[src/design/cfp_pkg.sv]
// Shared types, constants and CRC helper for the CRC-checked frame parser.
package cfp_pkg;

    // Frame format
    localparam logic [7:0]  SYNC_FIRST   = 8'hA5;
    localparam logic [7:0]  SYNC_SECOND  = 8'h5A;
    localparam int unsigned HEADER_BYTES = 7;
    localparam int unsigned CRC_BYTES    = 2;

    // CRC-16/MODBUS
    localparam logic [15:0] CRC_POLY = 16'hA001;
    localparam logic [15:0] CRC_INIT = 16'hFFFF;

    // Sizes
    localparam int unsigned DEFAULT_MAX_PAYLOAD = 64;
    localparam int unsigned POS_W               = 7;   // holds header + 64 + crc
    localparam int unsigned COUNT_W             = 7;
    localparam int unsigned INDEX_W             = 6;
    localparam logic [7:0]  VERSION_RESET       = 8'h01;

    // Sequencer states
    typedef enum logic [1:0] {
        ST_RUN,
        ST_READ,
        ST_WAIT
    } cfp_state_t;

    // One byte of CRC-16/MODBUS, bitwise reflected form
    function automatic logic [15:0] crc16_update(input logic [15:0] crc_in,
                                                 input logic [7:0]  data);
        logic [15:0] crc;
        crc = crc_in ^ {8'h00, data};
        for (int k = 0; k < 8; k++) begin
            if (crc[0]) begin
                crc = (crc >> 1) ^ CRC_POLY;
            end
            else begin
                crc = crc >> 1;
            end
        end
        return crc;
    endfunction

endpackage

[src/design/crc_checked_frame_parser.sv]
// Top level of the CRC-checked frame parser: sync hunt, header check, payload memory, CRC.
//
// Takes one received byte per rx transaction and finds frames of the form A5 5A, version,
// command, sequence, 16-bit little-endian length, payload, 16-bit little-endian
// CRC-16/MODBUS (computed from the version byte through the payload). A header whose
// version differs from protocol_version or whose length exceeds MAX_PAYLOAD is dropped
// and hunting restarts on the length high byte. Bytes are taken at one per cycle; the
// only stall is at frame end. A CRC mismatch gives one error transaction (frame_ok 0,
// last 1), a good empty frame gives one transaction with byte_valid 0. A good frame
// with payload is read back out of the single-port payload memory one byte at a time (a
// memory read, then a load of the output register once it is free), and rx_ready
// stays low for that burst. The final CRC byte is not taken while the output register
// still holds an untaken transaction. The output register lets the next frame's bytes
// be taken while a result still waits downstream.
module crc_checked_frame_parser
    #(
        parameter int unsigned MAX_PAYLOAD = cfp_pkg::DEFAULT_MAX_PAYLOAD
    )
    (
        input  logic       clk,
        input  logic       rst_n,
        // configuration
        input  logic       cfg_wr_en,
        input  logic [7:0] cfg_wr_data,
        // received bytes
        input  logic       rx_valid,
        output logic       rx_ready,
        input  logic [7:0] rx_byte,
        // result transactions
        output logic       out_valid,
        input  logic       out_ready,
        output logic       frame_ok,
        output logic [7:0] frame_command,
        output logic [7:0] frame_sequence,
        output logic [cfp_pkg::COUNT_W-1:0] payload_count,
        output logic [cfp_pkg::INDEX_W-1:0] payload_index,
        output logic [7:0] payload_byte,
        output logic       byte_valid,
        output logic       last
    );

    import cfp_pkg::*;

    localparam int unsigned ADDR_W      = (MAX_PAYLOAD > 1) ? $clog2(MAX_PAYLOAD) : 1;
    localparam int unsigned FRAME_LIMIT = HEADER_BYTES + MAX_PAYLOAD + CRC_BYTES;

    // Control state
    cfp_state_t         state_reg, state_next;
    logic [POS_W-1:0]   pos_reg, pos_next;
    logic [POS_W-1:0]   total_reg, total_next;
    logic [7:0]         prot_ver_reg;
    logic [ADDR_W-1:0]  emit_idx_reg, emit_idx_next;
    logic               out_valid_reg, out_valid_next;

    // Header / CRC payload registers
    logic [7:0]         version_reg, version_next;
    logic [7:0]         cmd_reg, cmd_next;
    logic [7:0]         seq_reg, seq_next;
    logic [7:0]         len_low_reg, len_low_next;
    logic [COUNT_W-1:0] len_reg, len_next;
    logic [15:0]        crc_reg, crc_next;
    logic [7:0]         crc_low_reg, crc_low_next;

    // Output fields
    logic               ok_reg, ok_next;
    logic [7:0]         ocmd_reg, ocmd_next;
    logic [7:0]         oseq_reg, oseq_next;
    logic [COUNT_W-1:0] ocnt_reg, ocnt_next;
    logic [INDEX_W-1:0] oidx_reg, oidx_next;
    logic [7:0]         obyte_reg, obyte_next;
    logic               obv_reg, obv_next;
    logic               olast_reg, olast_next;

    // Payload memory
    logic [7:0]         store_mem [MAX_PAYLOAD];
    logic [7:0]         rd_data_reg;
    logic               mem_wr_en;
    logic               mem_rd_en;
    logic [ADDR_W-1:0]  mem_wr_addr;

    // Decode of the current frame position
    logic               rx_fire;
    logic               out_free;
    logic               in_body;
    logic               is_payload;
    logic               is_crc_low;
    logic               is_final;
    logic               crc_match;
    logic               start_emit;
    logic               emit_load;
    logic               emit_last;
    logic [POS_W-1:0]   hunt_pos;
    logic [15:0]        crc_in;

    assign rx_fire    = rx_valid && rx_ready;
    assign out_free   = !out_valid_reg || out_ready;
    assign in_body    = (pos_reg >= POS_W'(HEADER_BYTES)) && (total_reg != '0)
                        && (pos_reg < POS_W'(FRAME_LIMIT));
    assign is_payload = in_body && (pos_reg < total_reg - POS_W'(CRC_BYTES));
    assign is_crc_low = in_body && (pos_reg == total_reg - POS_W'(CRC_BYTES));
    assign is_final   = in_body && !is_payload && !is_crc_low;
    assign crc_match  = ({rx_byte, crc_low_reg} == crc_reg);
    assign start_emit = rx_fire && is_final && crc_match && (len_reg != '0);
    assign emit_last  = (COUNT_W'(emit_idx_reg) + COUNT_W'(1)) == len_reg;
    assign hunt_pos   = (rx_byte == SYNC_FIRST) ? POS_W'(1) : '0;
    assign crc_in     = (pos_reg == POS_W'(2)) ? CRC_INIT : crc_reg;
    assign mem_wr_addr = ADDR_W'(pos_reg - POS_W'(HEADER_BYTES));

    // Sequencer: next state
    always_comb
    begin
        state_next = state_reg;
        unique case (state_reg)
            ST_RUN:
            begin
                if (start_emit) begin
                    state_next = ST_READ;
                end
            end
            ST_READ:
            begin
                state_next = ST_WAIT;
            end
            ST_WAIT:
            begin
                if (out_free) begin
                    state_next = emit_last ? ST_RUN : ST_READ;
                end
            end
            default:
            begin
                state_next = ST_RUN;
            end
        endcase
    end

    // Sequencer: outputs
    always_comb
    begin
        rx_ready  = 1'b0;
        mem_rd_en = 1'b0;
        emit_load = 1'b0;
        unique case (state_reg)
            ST_RUN:
            begin
                // final CRC byte may need the output register
                rx_ready = !is_final || !out_valid_reg;
            end
            ST_READ:
            begin
                mem_rd_en = 1'b1;
            end
            ST_WAIT:
            begin
                emit_load = out_free;
            end
            default:
            begin
                rx_ready = 1'b0;
            end
        endcase
    end

    assign mem_wr_en = rx_fire && is_payload;

    // Frame tracking and header capture
    always_comb
    begin
        pos_next     = pos_reg;
        total_next   = total_reg;
        version_next = version_reg;
        cmd_next     = cmd_reg;
        seq_next     = seq_reg;
        len_low_next = len_low_reg;
        len_next     = len_reg;
        crc_next     = crc_reg;
        crc_low_next = crc_low_reg;

        if (rx_fire) begin
            if ((pos_reg == '0) || ((pos_reg == POS_W'(1)) && (rx_byte != SYNC_SECOND))
                || (pos_reg >= POS_W'(FRAME_LIMIT))) begin
                pos_next   = hunt_pos;
                total_next = '0;
            end
            else begin
                pos_next = pos_reg + POS_W'(1);
                if (pos_reg < POS_W'(HEADER_BYTES)) begin
                    if (pos_reg >= POS_W'(2)) begin
                        crc_next = crc16_update(crc_in, rx_byte);
                    end
                    case (pos_reg)
                        POS_W'(2): version_next = rx_byte;
                        POS_W'(3): cmd_next     = rx_byte;
                        POS_W'(4): seq_next     = rx_byte;
                        POS_W'(5): len_low_next = rx_byte;
                        POS_W'(6):
                        begin
                            // version and length check on the length high byte
                            if ((version_reg != prot_ver_reg) || (rx_byte != 8'h00)
                                || (len_low_reg > 8'(MAX_PAYLOAD))) begin
                                pos_next   = hunt_pos;
                                total_next = '0;
                            end
                            else begin
                                len_next   = COUNT_W'(len_low_reg);
                                total_next = POS_W'(len_low_reg)
                                             + POS_W'(HEADER_BYTES + CRC_BYTES);
                            end
                        end
                        default:
                        begin
                        end
                    endcase
                end
                else if (is_payload) begin
                    crc_next = crc16_update(crc_reg, rx_byte);
                end
                else if (is_crc_low) begin
                    crc_low_next = rx_byte;
                end
                else if (is_final) begin
                    pos_next   = '0;
                    total_next = '0;
                end
            end
        end
    end

    // Output register: immediate items at frame end, payload items from memory
    always_comb
    begin
        out_valid_next = out_valid_reg;
        ok_next        = ok_reg;
        ocmd_next      = ocmd_reg;
        oseq_next      = oseq_reg;
        ocnt_next      = ocnt_reg;
        oidx_next      = oidx_reg;
        obyte_next     = obyte_reg;
        obv_next       = obv_reg;
        olast_next     = olast_reg;
        emit_idx_next  = emit_idx_reg;

        if (out_valid_reg && out_ready) begin
            out_valid_next = 1'b0;
        end

        if (rx_fire && is_final && !start_emit) begin
            // error item or empty good frame
            out_valid_next = 1'b1;
            ok_next        = crc_match;
            ocmd_next      = crc_match ? cmd_reg : 8'h00;
            oseq_next      = crc_match ? seq_reg : 8'h00;
            ocnt_next      = '0;
            oidx_next      = '0;
            obyte_next     = 8'h00;
            obv_next       = 1'b0;
            olast_next     = 1'b1;
        end
        else if (start_emit) begin
            emit_idx_next = '0;
        end
        else if (emit_load) begin
            out_valid_next = 1'b1;
            ok_next        = 1'b1;
            ocmd_next      = cmd_reg;
            oseq_next      = seq_reg;
            ocnt_next      = len_reg;
            oidx_next      = INDEX_W'(emit_idx_reg);
            obyte_next     = rd_data_reg;
            obv_next       = 1'b1;
            olast_next     = emit_last;
            emit_idx_next  = emit_idx_reg + ADDR_W'(1);
        end
    end

    // Control registers
    always_ff @(posedge clk or negedge rst_n)
    begin
        if (!rst_n) begin
            state_reg     <= ST_RUN;
            pos_reg       <= '0;
            total_reg     <= '0;
            prot_ver_reg  <= VERSION_RESET;
            emit_idx_reg  <= '0;
            out_valid_reg <= 1'b0;
        end
        else begin
            state_reg     <= state_next;
            pos_reg       <= pos_next;
            total_reg     <= total_next;
            emit_idx_reg  <= emit_idx_next;
            out_valid_reg <= out_valid_next;
            if (cfg_wr_en) begin
                prot_ver_reg <= cfg_wr_data;
            end
        end
    end

    // Payload registers
    always_ff @(posedge clk)
    begin
        version_reg <= version_next;
        cmd_reg     <= cmd_next;
        seq_reg     <= seq_next;
        len_low_reg <= len_low_next;
        len_reg     <= len_next;
        crc_reg     <= crc_next;
        crc_low_reg <= crc_low_next;
        ok_reg      <= ok_next;
        ocmd_reg    <= ocmd_next;
        oseq_reg    <= oseq_next;
        ocnt_reg    <= ocnt_next;
        oidx_reg    <= oidx_next;
        obyte_reg   <= obyte_next;
        obv_reg     <= obv_next;
        olast_reg   <= olast_next;
    end

    // Payload memory, registered read
    always_ff @(posedge clk)
    begin
        if (mem_wr_en) begin
            store_mem[mem_wr_addr] <= rx_byte;
        end
        if (mem_rd_en) begin
            rd_data_reg <= store_mem[emit_idx_reg];
        end
    end

    assign out_valid      = out_valid_reg;
    assign frame_ok       = ok_reg;
    assign frame_command  = ocmd_reg;
    assign frame_sequence = oseq_reg;
    assign payload_count  = ocnt_reg;
    assign payload_index  = oidx_reg;
    assign payload_byte   = obyte_reg;
    assign byte_valid     = obv_reg;
    assign last           = olast_reg;

`ifndef SYNTHESIS
    // never overwrite a result that has not been taken
    assert property (@(posedge clk) disable iff (!rst_n)
        emit_load |-> (!out_valid_reg || out_ready))
        else $error("payload load over a pending output transaction");

    // position stays inside the largest frame
    assert property (@(posedge clk) disable iff (!rst_n)
        pos_reg <= POS_W'(FRAME_LIMIT))
        else $error("frame position beyond frame limit");

    // during the payload burst the parser is back to hunting
    assert property (@(posedge clk) disable iff (!rst_n)
        (state_reg != ST_RUN) |-> ((pos_reg == '0) && !rx_ready))
        else $error("input taken or frame open during payload burst");

    // payload items carry an index below the count
    assert property (@(posedge clk) disable iff (!rst_n)
        (out_valid_reg && obv_reg) |-> (COUNT_W'(oidx_reg) < ocnt_reg))
        else $error("payload index not below payload count");

    // a started burst reads memory in the following cycle
    assert property (@(posedge clk) disable iff (!rst_n)
        start_emit |=> mem_rd_en)
        else $error("payload burst did not start with a memory read");
`endif

endmodule
[config.mk]
export PLATFORM = sky130hd
export DESIGN_NAME = crc_checked_frame_parser
export DESIGN_NICKNAME = d
export VERILOG_FILES = /design/src/design/cfp_pkg.sv /design/src/design/crc_checked_frame_parser.sv
export SDC_FILE = /design/constraint.sdc
export NUM_CORES = 1
export LEC_CHECK = 0
export BUFFER_PORTS_ARGS = -buffer_cell sky130_fd_sc_hd__buf_2
export CAP_MARGIN = 25
export CORE_UTILIZATION = 30
export CTS_CLUSTER_DIAMETER = 120
export DETAILED_ROUTE_END_ITERATION = 7
export GPL_TIMING_DRIVEN = 0
export PLACE_DENSITY = 0.56
export SETUP_SLACK_MARGIN = 0.3
export SLEW_MARGIN = 20
export SYNTH_ARGS = -nofsm -noshare
export SYNTH_HDL_FRONTEND = slang
export SYNTH_SLANG_ARGS = --single-unit
[constraint.sdc]
create_clock -name clk -period 4.7 [get_ports clk]
set_clock_uncertainty 0.05 [all_clocks]
set_input_delay 0.47 -clock clk [delete_from_list [all_inputs] [get_ports clk]]
set_output_delay 0.47 -clock clk [all_outputs]
set_load 0.05 [all_outputs]
Word level (Yosys, flattened, before mapping) --
Memory sizes are Yosys's and may differ from the RTL's. A register that Yosys moved wholly into a read port is not among the register bits. Index checks and enable logic that the tools add are counted.
Storage, ports and cells: register bits 134, memory bits (writable) 512, bits of input ports 21, output and inout bits 42, word-level logic and storage cells 243, memories 1
Memory list:
- store_mem | depth 64, bits a word 8, rd ports 1, clocked after memory_dff 1, wr ports 1, RTL line crc_checked_frame_parser.sv:75 | logic [7:0] store_mem [MAX_PAYLOAD];
Cells by class: add/subtract/negate cells 6, order comparisons 7, equality and inequality tests 21, multiplexer cells 117, bitwise operators 24, reduce and logical (&&, ||, !) cells 46
Operator list (count):
- $mux 16 | 76
- $mux 7 | 14
- $mux 8 | 8
- $not 2->3 | 16
- $xor 16x8->16 | 2
- $eq 7x3->1 const B | 3
- $reduce_and 4->1 | 5
- $eq 16x16->1 | 1
- $reduce_and 5->1 | 3
- $eq 7x2->1 const B | 2
- $eq 7x7->1 | 2
- $logic_and 1x1->1 | 14
- $mux 1 | 14
- $reduce_bool 7->1 | 2
- $mux 6 | 2
- $eq 8x8->1 const B | 1
- $gt 8x7->1 const B | 1
- $ne 8x7->1 const B | 1
- $ne 8x8->1 | 1
- $reduce_and 2->1 | 4
- $reduce_bool 8->1 | 1
- $add 6x1->7 const B | 1
- $add 7x1->7 const B | 1
- $add 7x4->7 const B | 1
- 25 further kinds | 45

Longest topological paths before layout --
Gate-level depths: netlist of run 1.
depth after elaboration 52, gate-level depth with buffers 13, mapped depth without buffers 12

Least setup slack after synthesis of run 1 --
No wires, ideal clock.
path kind flip-flop to flip-flop, start reg total_reg[1], end reg crc_reg[0] (enable), setup time 409 ps, arrival 3876 ps, data required time 4241 ps, path slack 365 ps, cell stages (with the launch flop) 11, buffers on the path 0, period minus slack after synthesis 4335 ps, cell sequence dfrtp_1 > or4_1 > nor2_1 > xnor2_1 > ha_1 > and3_1 > a221oi_1 > o21ai_0 > a41oi_2 > nand2_1 > nor3_1
Between the ends: cells in the longest elaborated chain, start to end 12, elaborated cells on any way between the ends 18, classes of those cells add/sub (1); order compare (1); eq/ne (1); mux (1); reduce/logical (14)
Ends and longest elaborated chain:
- from (decl) | RTL line crc_checked_frame_parser.sv:50 | logic [POS_W-1:0] total_reg, total_next;
- from (signal assigned) | RTL line crc_checked_frame_parser.sv:290 | total_reg <= total_next;
- parallel branches: the longest is 11 deep, another holds $sub 7x2->7
- $reduce_and 4->1 (no line) (*)
- to (signal assigned) | RTL line crc_checked_frame_parser.sv:307 | crc_reg <= crc_next;
- to (decl) | RTL line crc_checked_frame_parser.sv:61 | logic [15:0] crc_reg, crc_next;
Every way passes the cells marked *. A chain may end at the register's enable or synchronous reset.

Worst setup path after layout of run 1 --
start reg total_reg[1], end out rx_ready
Between the ends: cells in the longest elaborated chain, start to end 10, elaborated cells on any way between the ends 15, classes of those cells add/sub (1); order compare (1); eq/ne (1); mux (1); reduce/logical (11)
Ends and longest elaborated chain:
- parallel branches: the longest is 6 deep, another holds $sub 7x2->7
- $logic_and 1x1->1 (*) | RTL line crc_checked_frame_parser.sv:101 | assign is_final = in_body && !is_payload && !is_crc_low;
- $logic_not 1->1 (*) | RTL line crc_checked_frame_parser.sv:147 | rx_ready = !is_final || !out_valid_reg;
- $logic_or 1x1->1 (*) | RTL line crc_checked_frame_parser.sv:147
- $mux 1 (*) | RTL line crc_checked_frame_parser.sv:143 | unique case (state_reg)
- to (decl) | RTL line crc_checked_frame_parser.sv:27 | output logic rx_ready,
Marks and branches as above.

==> flow_summary_export.csv, run 1 <==
group,metric,value,unit
floorplanning,num_rows,108,
floorplanning,core,87200,um2
floorplanning,pin_count,63,
synth,synth-seq-cells,654,
floorplanning,dieArea,89600,um2
detailed_routing,first_pass_iters,5,
worst_setup_path,reg2reg_slack,0.48,ns
worst_setup_path,slowest_stage,"or4_1",
final_layout,drive_above_1_share,30.5,%
sta,slew_headroom,25.3,%
synth,yosysSeqAreaShare,72.6,%
place,portBuffers,61,
sta,max_freq,0.237,GHz
pwr,cellPowerDensity,553,nW/um2
synth,synth_top_area_share,68.0,%
synth,synth_ff_type,"edfxtp_1",
global_routing,antenna_found_initial,5,
synth,syn-instance-count,1408,
place,placed_cells,2635,
hold_path,min-delay-path-class,"in -> reg",
sta,slew_violations,0,
sta,rsz0062_at_grt,"false",
outcome,run_status,"complete, no violations",
final_layout,stdcell_count,2780,
final_layout,fillers,7999,
sta,setup_viol_count_final,0,
floorplanning,die_w,299,um
detailed_routing,via_per_inst,4.96,
pwr,intPower,11.8,mW
worst_setup_path,critical_path_required,4.18,ns
detailed_routing,wl_per_cell,23.8,um
place,place_worst_setup_slack,-0.639,ns
global_routing,grt_max_degree,75,
synth,synth_area_leaders,"edfxtp_1 68%, mux4_2 14%, dfrtp_1 2.8%",
global_routing,grt_pass1_vias,14100,
worst_setup_path,cp-end-kind,"primary output",
clock_tree,numCtsBuffers,68,
final_layout,syn2layout_area_growth,19.4,%
pwr,clockPowerShare,30.2,%
global_routing,grt_overflow,0,
pwr,seqPwrFrac,38.9,%
synth,syn-cell-area,26500,um2
synth,synth_top_area_cell,"edfxtp_1",
worst_setup_path,cp_cell_sequence,"or4_1, nor2_1, xnor2_1, ha_1, and3_1, a221oi_2, o21ai_2, nand2_1, o21a_1, buf_2",
sta,period_share,89.7,%
global_routing,track_usage,14.9,%
synth,ys_warn_count,0,
worst_setup_path,crit_path_start_kind,"flip-flop",
detailed_routing,postRouteAntennaNets,0,
detailed_routing,vias,13800,
worst_setup_path,slowest_delay,0.60,ns
clock_tree,root_buffer,"clkbuf_16",
synth,synth_cell_types,69,
clock_tree,htree_levels,3,
sta,tightest_slew,1.11,ns
global_routing,grt_pass1_wl,96900,um
worst_setup_path,crit_type,"reg -> out",
detailed_routing,drtIter0Drc,1219,
worst_setup_path,path_max_fanout,6,
final_layout,multi_input_area,7580,um2
clock_tree,ctsLongestPathBuffers,3,
worst_setup_path,arrival,3.70,ns
clock_tree,cts_tree,"built",
clock_tree,clk_pin_slew,0.05,ns
pwr,swShare,32.8,%
final_layout,largest_reg_flops,512,
pwr,vdd_ir_drop_max,0.386,mV
place,gp_congestion,0.808,
synth,synth.most_common_cell,"edfxtp_1",
synth,synth.avg_cell_area,18.8,um2
place,hpwl,44000,um
synth,synth-edff-count,600,
clock_tree,clkLatencyLatePin,0.61,ns
sta,finalCriticalPeriod,4.22,ns
synth,ys_top_cells_by_count,"600 x edfxtp_1, 160 x mux4_2, 98 x nor2_1",
floorplanning,die_height,299,um
pwr,pwr-share-comb,30.9,%
pwr,switchingPower,5.74,mW
sta,final_hold_viol_count,0,
run,maxCapViolCount,0,
final_layout,seq_area,19300,um2
pwr,p_leak,9.94,nW
detailed_routing,drt-total-wl,66100,um
floorplanning,start_util,30.4,%
synth,syn-num-nets,1444,
sta,fin_ws,0.482,ns
final_layout,final_nets,1606,
detailed_routing,drc,0,
clock_tree,clock_sinks,654,
synth,async_flop_share,4.74,%
==> timing repair <==
action | CTS | global route
pin swaps | 10 | 5
gates resized for setup | 144 | 13
hold buffers | 1 | 0
buffers inserted | 10 | 7
setup endpoints to repair | 532 | 464
endpoints found under the hold margin | 30 | 0
==> path summary, 6_finish.rpt <==
kind                                start              end  cells after the start
setup / recovery             total_reg[1]         rx_ready                     10
hold / removal             cfg_wr_data[3]  prot_ver_reg[3]                      2
setup reg to reg             total_reg[1]  store_mem[3][2]                     11
hold reg to reg            rd_data_reg[3]  payload_byte[3]                      2
max in group asynchronous           rst_n     total_reg[0]                      2
min in group asynchronous           rst_n  prot_ver_reg[3]                      2
==> cells by family after synthesis <==
group                    Yosys count  synth area share [%]
AND/OR/NAND/NOR                  293                  5.26
buffers and inverters             85                  1.40
AO/OA/AOI/OAI                     90                  2.40
multiplexers                     188                  14.7
XOR/XNOR                          83                  2.85
flip-flops                       654                  72.6
adder cells (fa/ha/maj)           15                 0.708
==> critical path: cells and delay by family, from the launching register on <==
| family | cells | cell delay [ns] |
|---|---|---|
| AND/OR/NAND/NOR | 4 | 1.23 |
| XOR/XNOR | 1 | 0.17 |
| flip-flops | 1 | 0.42 |
| AO/OA/AOI/OAI | 3 | 0.68 |
| buffers and inverters | 1 | 0.30 |
| adder cells (fa/ha/maj) | 1 | 0.30 |
==> per-stage QoR <==
stage / cell area, um2 / utilization, % / hold WS [ns] / setup TNS, ns / power (mW)
2_1_floorplan: 26500 / - / 0.124 / 0 / 10.3
3_3_place_gp: 28300 / 32.4 / 0.380 / -93.18 / 12.0
3_5_place_dp: 28500 / 32.7 / 0.383 / -135.97 / 12.1
4_1_cts: 31400 / 36.1 / 0.0160 / 0 / 17.6
5_1_grt: 31600 / 36.3 / 0.0362 / 0 / 18.2
6_report: 31600 / 36.3 / 0.0410 / 0 / 17.5
==> placed cells by master, fill, tap and decap left out, types with 6 or more instances in the layout <==
master / synthesis / routed
nor2_4: 0 / 56
buf_4: 2 / 19
clkinv_2: 0 / 12
xor2_1: 19 / 19
a31oi_1: 8 / 8
a21oi_1: 7 / 7
o21ai_0: 36 / 35
clkbuf_16: 0 / 71
nand3_1: 18 / 9
and2_1: 17 / 17
and3_1: 8 / 8
nor2_1: 98 / 40
mux4_2: 160 / 160
edfxtp_1: 600 / 600
inv_1: 14 / 13
xnor2_1: 62 / 62
dfrtp_1: 30 / 30
clkinv_1: 1 / 16
mux2_2: 20 / 20
buf_1: 10 / 8
clkbuf_1: 37 / 49
ha_1: 15 / 15
nand2b_1: 12 / 12
nand2_1: 82 / 76
dfxtp_1: 23 / 23
buf_2: 18 / 73
nor3_1: 13 / 6
nand4_1: 9 / 9
mux2i_1: 7 / 7
buf_12: 0 / 15
==> layout make-up <==
type                    count  area share, %
diodes                      1        0.00791
multi-input cells         669           24.0
well taps                1155           4.57
flip-flops and latches    654           60.8
plain buffers              70           1.02
repair buffers             92           2.54
clock buffers              85           5.81
clock inverters            39           1.06
inverters                  15          0.190
==> power groups by stage <==
stage / Combinational, mW / Sequential [mW] / Clock [mW]
floorplan: 3.10 / 7.24 / 0
global placement: 5.09 / 6.93 / 0
detailed placement: 5.18 / 6.93 / 0
CTS: 5.41 / 6.81 / 5.37
global route: 5.75 / 6.83 / 5.59
finish: 5.42 / 6.81 / 5.28
==> metal layers <==
| metal | track usage [%] | up-vias | share of wire (%) |
|---|---|---|---|
| li1 | - | 5960 | - |
| met1 | 21.1 | 7314 | 45 |
| met2 | 23.5 | 430 | 47 |
| met3 | 2.23 | 87 | 5.4 |
| met4 | 4.92 | 4 | 2.3 |
| met5 | 0 | - | 0.032 |
Note: power is estimated with default switching activity, not from simulation.
==> inputs of run 2 (changes only) <==
Settings changed: CORE_ASPECT_RATIO set to 0.7.
==> run 2 against run 1 <==
Against the previous run:
- core utilization rose by 0.35 points
- clock power is 11% lower
- register-to-register slack about the same
- cell area is 0.58% higher
- via count grew 1.7%
- count of clock-buffer cells in the layout down 12
- critical path type is now reg -> reg
- largest power group unchanged
==> flow_summary_export.csv, run 2 (synthesized netlist as in run 1, its figures left out) <==
group,metric,value,unit
outcome,run_status,"complete, no violations",
worst_setup_path,reg2reg_slack,0.49,ns
sta,setup_viol_count_final,0,
final_layout,final_common_cell,"edfxtp_1",
place,placed_cells,2630,
detailed_routing,wl_met2,27200,um
worst_setup_path,critical_path_required,4.97,ns
detailed_routing,first_pass_iters,5,
floorplanning,start_util,30.5,%
detailed_routing,drc,0,
sta,tightest_slew,1.01,ns
sta,fin_tns_setup,0,ns
worst_setup_path,crit_path_start_kind,"flip-flop",
clock_tree,numCtsBuffers,59,
worst_setup_path,cp-end-kind,"flip-flop",
global_routing,grt_pass1_wl,95400,um
floorplanning,die_w,357,um
worst_setup_path,arrival,4.48,ns
clock_tree,ctsLongestPathBuffers,3,
worst_setup_path,reg2reg_from,"total_reg[1]",
sta,period_share,89.7,%
floorplanning,dieArea,89600,um2
sta,slew_headroom,31.7,%
pwr,switchingPower,5.79,mW
detailed_routing,postRouteAntennaNets,0,
sta,rsz0062_at_grt,"false",
worst_setup_path,cp_common_cell,"buf_4",
pwr,pwr-share-comb,32.6,%
final_layout,largest_reg_flops,512,
pwr,cellPowerDensity,537,nW/um2
sta,slew_violations,0,
worst_setup_path,cp_cell_sequence,"or4_1, nor2_1, xnor2_1, ha_1, and3_1, a221oi_2, o21ai_2, a41oi_4, buf_4, nand4_1, buf_4, nor4_4, buf_2",
clock_tree,clk_pin_slew,0.07,ns
worst_setup_path,slowest_stage,"or4_1",
worst_setup_path,slowest_delay,0.62,ns
pwr,clockPowerShare,27.6,%
worst_setup_path,crit_type,"reg -> reg",
global_routing,grt_pass1_vias,13700,
floorplanning,num_rows,90,
worst_setup_path,critPathTopFamily,"simple AND/OR/NAND/NOR gates",
clock_tree,cts_tree,"built",
clock_tree,htree_levels,2,
clock_tree,clock_sinks,654,
detailed_routing,drt-total-wl,65800,um
global_routing,grt_max_degree,75,
detailed_routing,drtIter0Drc,1472,
final_layout,layout_common_cells,"600 x edfxtp_1, 160 x mux4_2, 76 x buf_2, 76 x nand2_1, 62 x xnor2_1",
pwr,p_leak,10.0,nW
pwr,seqPwrFrac,39.8,%
detailed_routing,routed-wl-met3,4830,um
worst_setup_path,reg2reg_to,"store_mem[33][4]",
place,place_area,28400,um2
final_layout,fillers,7933,
final_layout,utilization,36.7,%
hold_path,min_from,"cfg_wr_data[0]",
place,gp_congestion,0.836,
worst_setup_path,critPathBufInv,3,
detailed_routing,met1_length,32400,um
floorplanning,pin_count,63,
global_routing,track_usage,14.6,%
hold_path,min-delay-path-class,"in -> reg",
floorplanning,core,86800,um2
sta,max_freq,0.237,GHz
run,maxCapViolCount,0,
clock_tree,root_buffer,"clkbuf_16",
final_layout,final_nets,1639,
detailed_routing,vias,14000,
place,hpwl,43400,um
global_routing,antenna_found_initial,1,
place,portBuffers,61,
global_routing,grt_overflow,0,
detailed_routing,wl_per_cell,23.5,um
worst_setup_path,worstRegToRegCells,13,
worst_setup_path,path_max_fanout,8,
final_layout,syn2layout_area_growth,20.1,%
pwr,swShare,33.9,%
pwr,intPower,11.3,mW
hold_path,hold_depth,2,
detailed_routing,via_per_inst,5.01,
hold_path,hold_path_end,"prot_ver_reg[0]",
floorplanning,die_height,251,um
final_layout,stdcell_count,2801,
sta,final_hold_viol_count,0,
final_layout,fin_area,31800,um2
sta,finalCriticalPeriod,4.21,ns
final_layout,drive_above_1_share,31.5,%
detailed_routing,dr.max_layer_used,"met4",
pwr,vdd_ir_drop_max,0.251,mV
clock_tree,clkLatencyLatePin,0.65,ns
-- run 2: worst max-delay path by stage --
stage	start	to	slack (ns)	cells after the start
floorplan	total_reg[1]	crc_reg[0]	0.37	10
global placement	total_reg[1]	crc_reg[3]	-0.83	10
detailed placement	total_reg[1]	store_mem[18][1]	-0.57	10
CTS	total_reg[1]	store_mem[49][1]	0.17	10
global route	total_reg[1]	store_mem[33][6]	0.25	13
finish	total_reg[1]	store_mem[33][4]	0.49	13
-- run 2: timing repair --
item / CTS / global route
setup endpoints to repair: 524 / 556
pin swaps: 16 / 27
gates resized for setup: 136 / 25
gates cloned: 0 / 0
setup buffers: 19 / 36
hold buffers: 6 / 0
hold endpoints to repair: 35 / 0
-- run 2: per-layer routing --
metal  vias to the layer above  GRT usage (%)
met3                        91           2.74
met2                       473           19.8
met4                         0           3.60
met1                      7430           23.4
li1                       6039              -
met5                         -              0
-- run 2: layout make-up --
class                           count  area [um2]  area share (%)
Sequential cell                   654       19300            60.5
Buffer                             70         317           0.995
Clock buffer                       73        1530            4.80
Clock inverter                     35         314           0.987
Antenna cell                        1        2.50         0.00786
Multi-Input combinational cell    669        7620            23.9
Inverter                           15        60.1           0.189
Tap cell                         1150        1440            4.52
Timing Repair Buffer              134        1290            4.06
-- run 2: power by group through the flow --
stage / combinational, mW / clock, mW / sequential [mW]
after CTS: 5.46 / 4.83 / 6.80
after detailed placement: 5.24 / 0 / 6.93
after floorplan: 3.10 / 0 / 7.24
after global routing: 5.90 / 5.04 / 6.83
after global placement: 5.15 / 0 / 6.93
final: 5.56 / 4.72 / 6.80
-- run 2: per-stage QoR --
step | worst slack [ns] | total power [mW] | hold WS [ns]
final | 0.486 | 17.1 | 0.0385
after global routing | 0.248 | 17.8 | 0.0148
after CTS | 0.165 | 17.1 | 0.00293
after detailed placement | -0.573 | 12.2 | 0.394
after global placement | -0.825 | 12.1 | 0.389
after floorplan | 0.365 | 10.3 | 0.124
-- run 2: worst register-to-register path: stages, from the launching register on --
cell	delay, ns
dfrtp_1	0.44
or4_1	0.62
nor2_1	0.17
xnor2_1	0.14
ha_1	0.28
and3_1	0.22
a221oi_2	0.28
o21ai_2	0.20
a41oi_4	0.36
buf_4	0.17
nand4_1	0.09
buf_4	0.26
nor4_4	0.34
buf_2	0.27
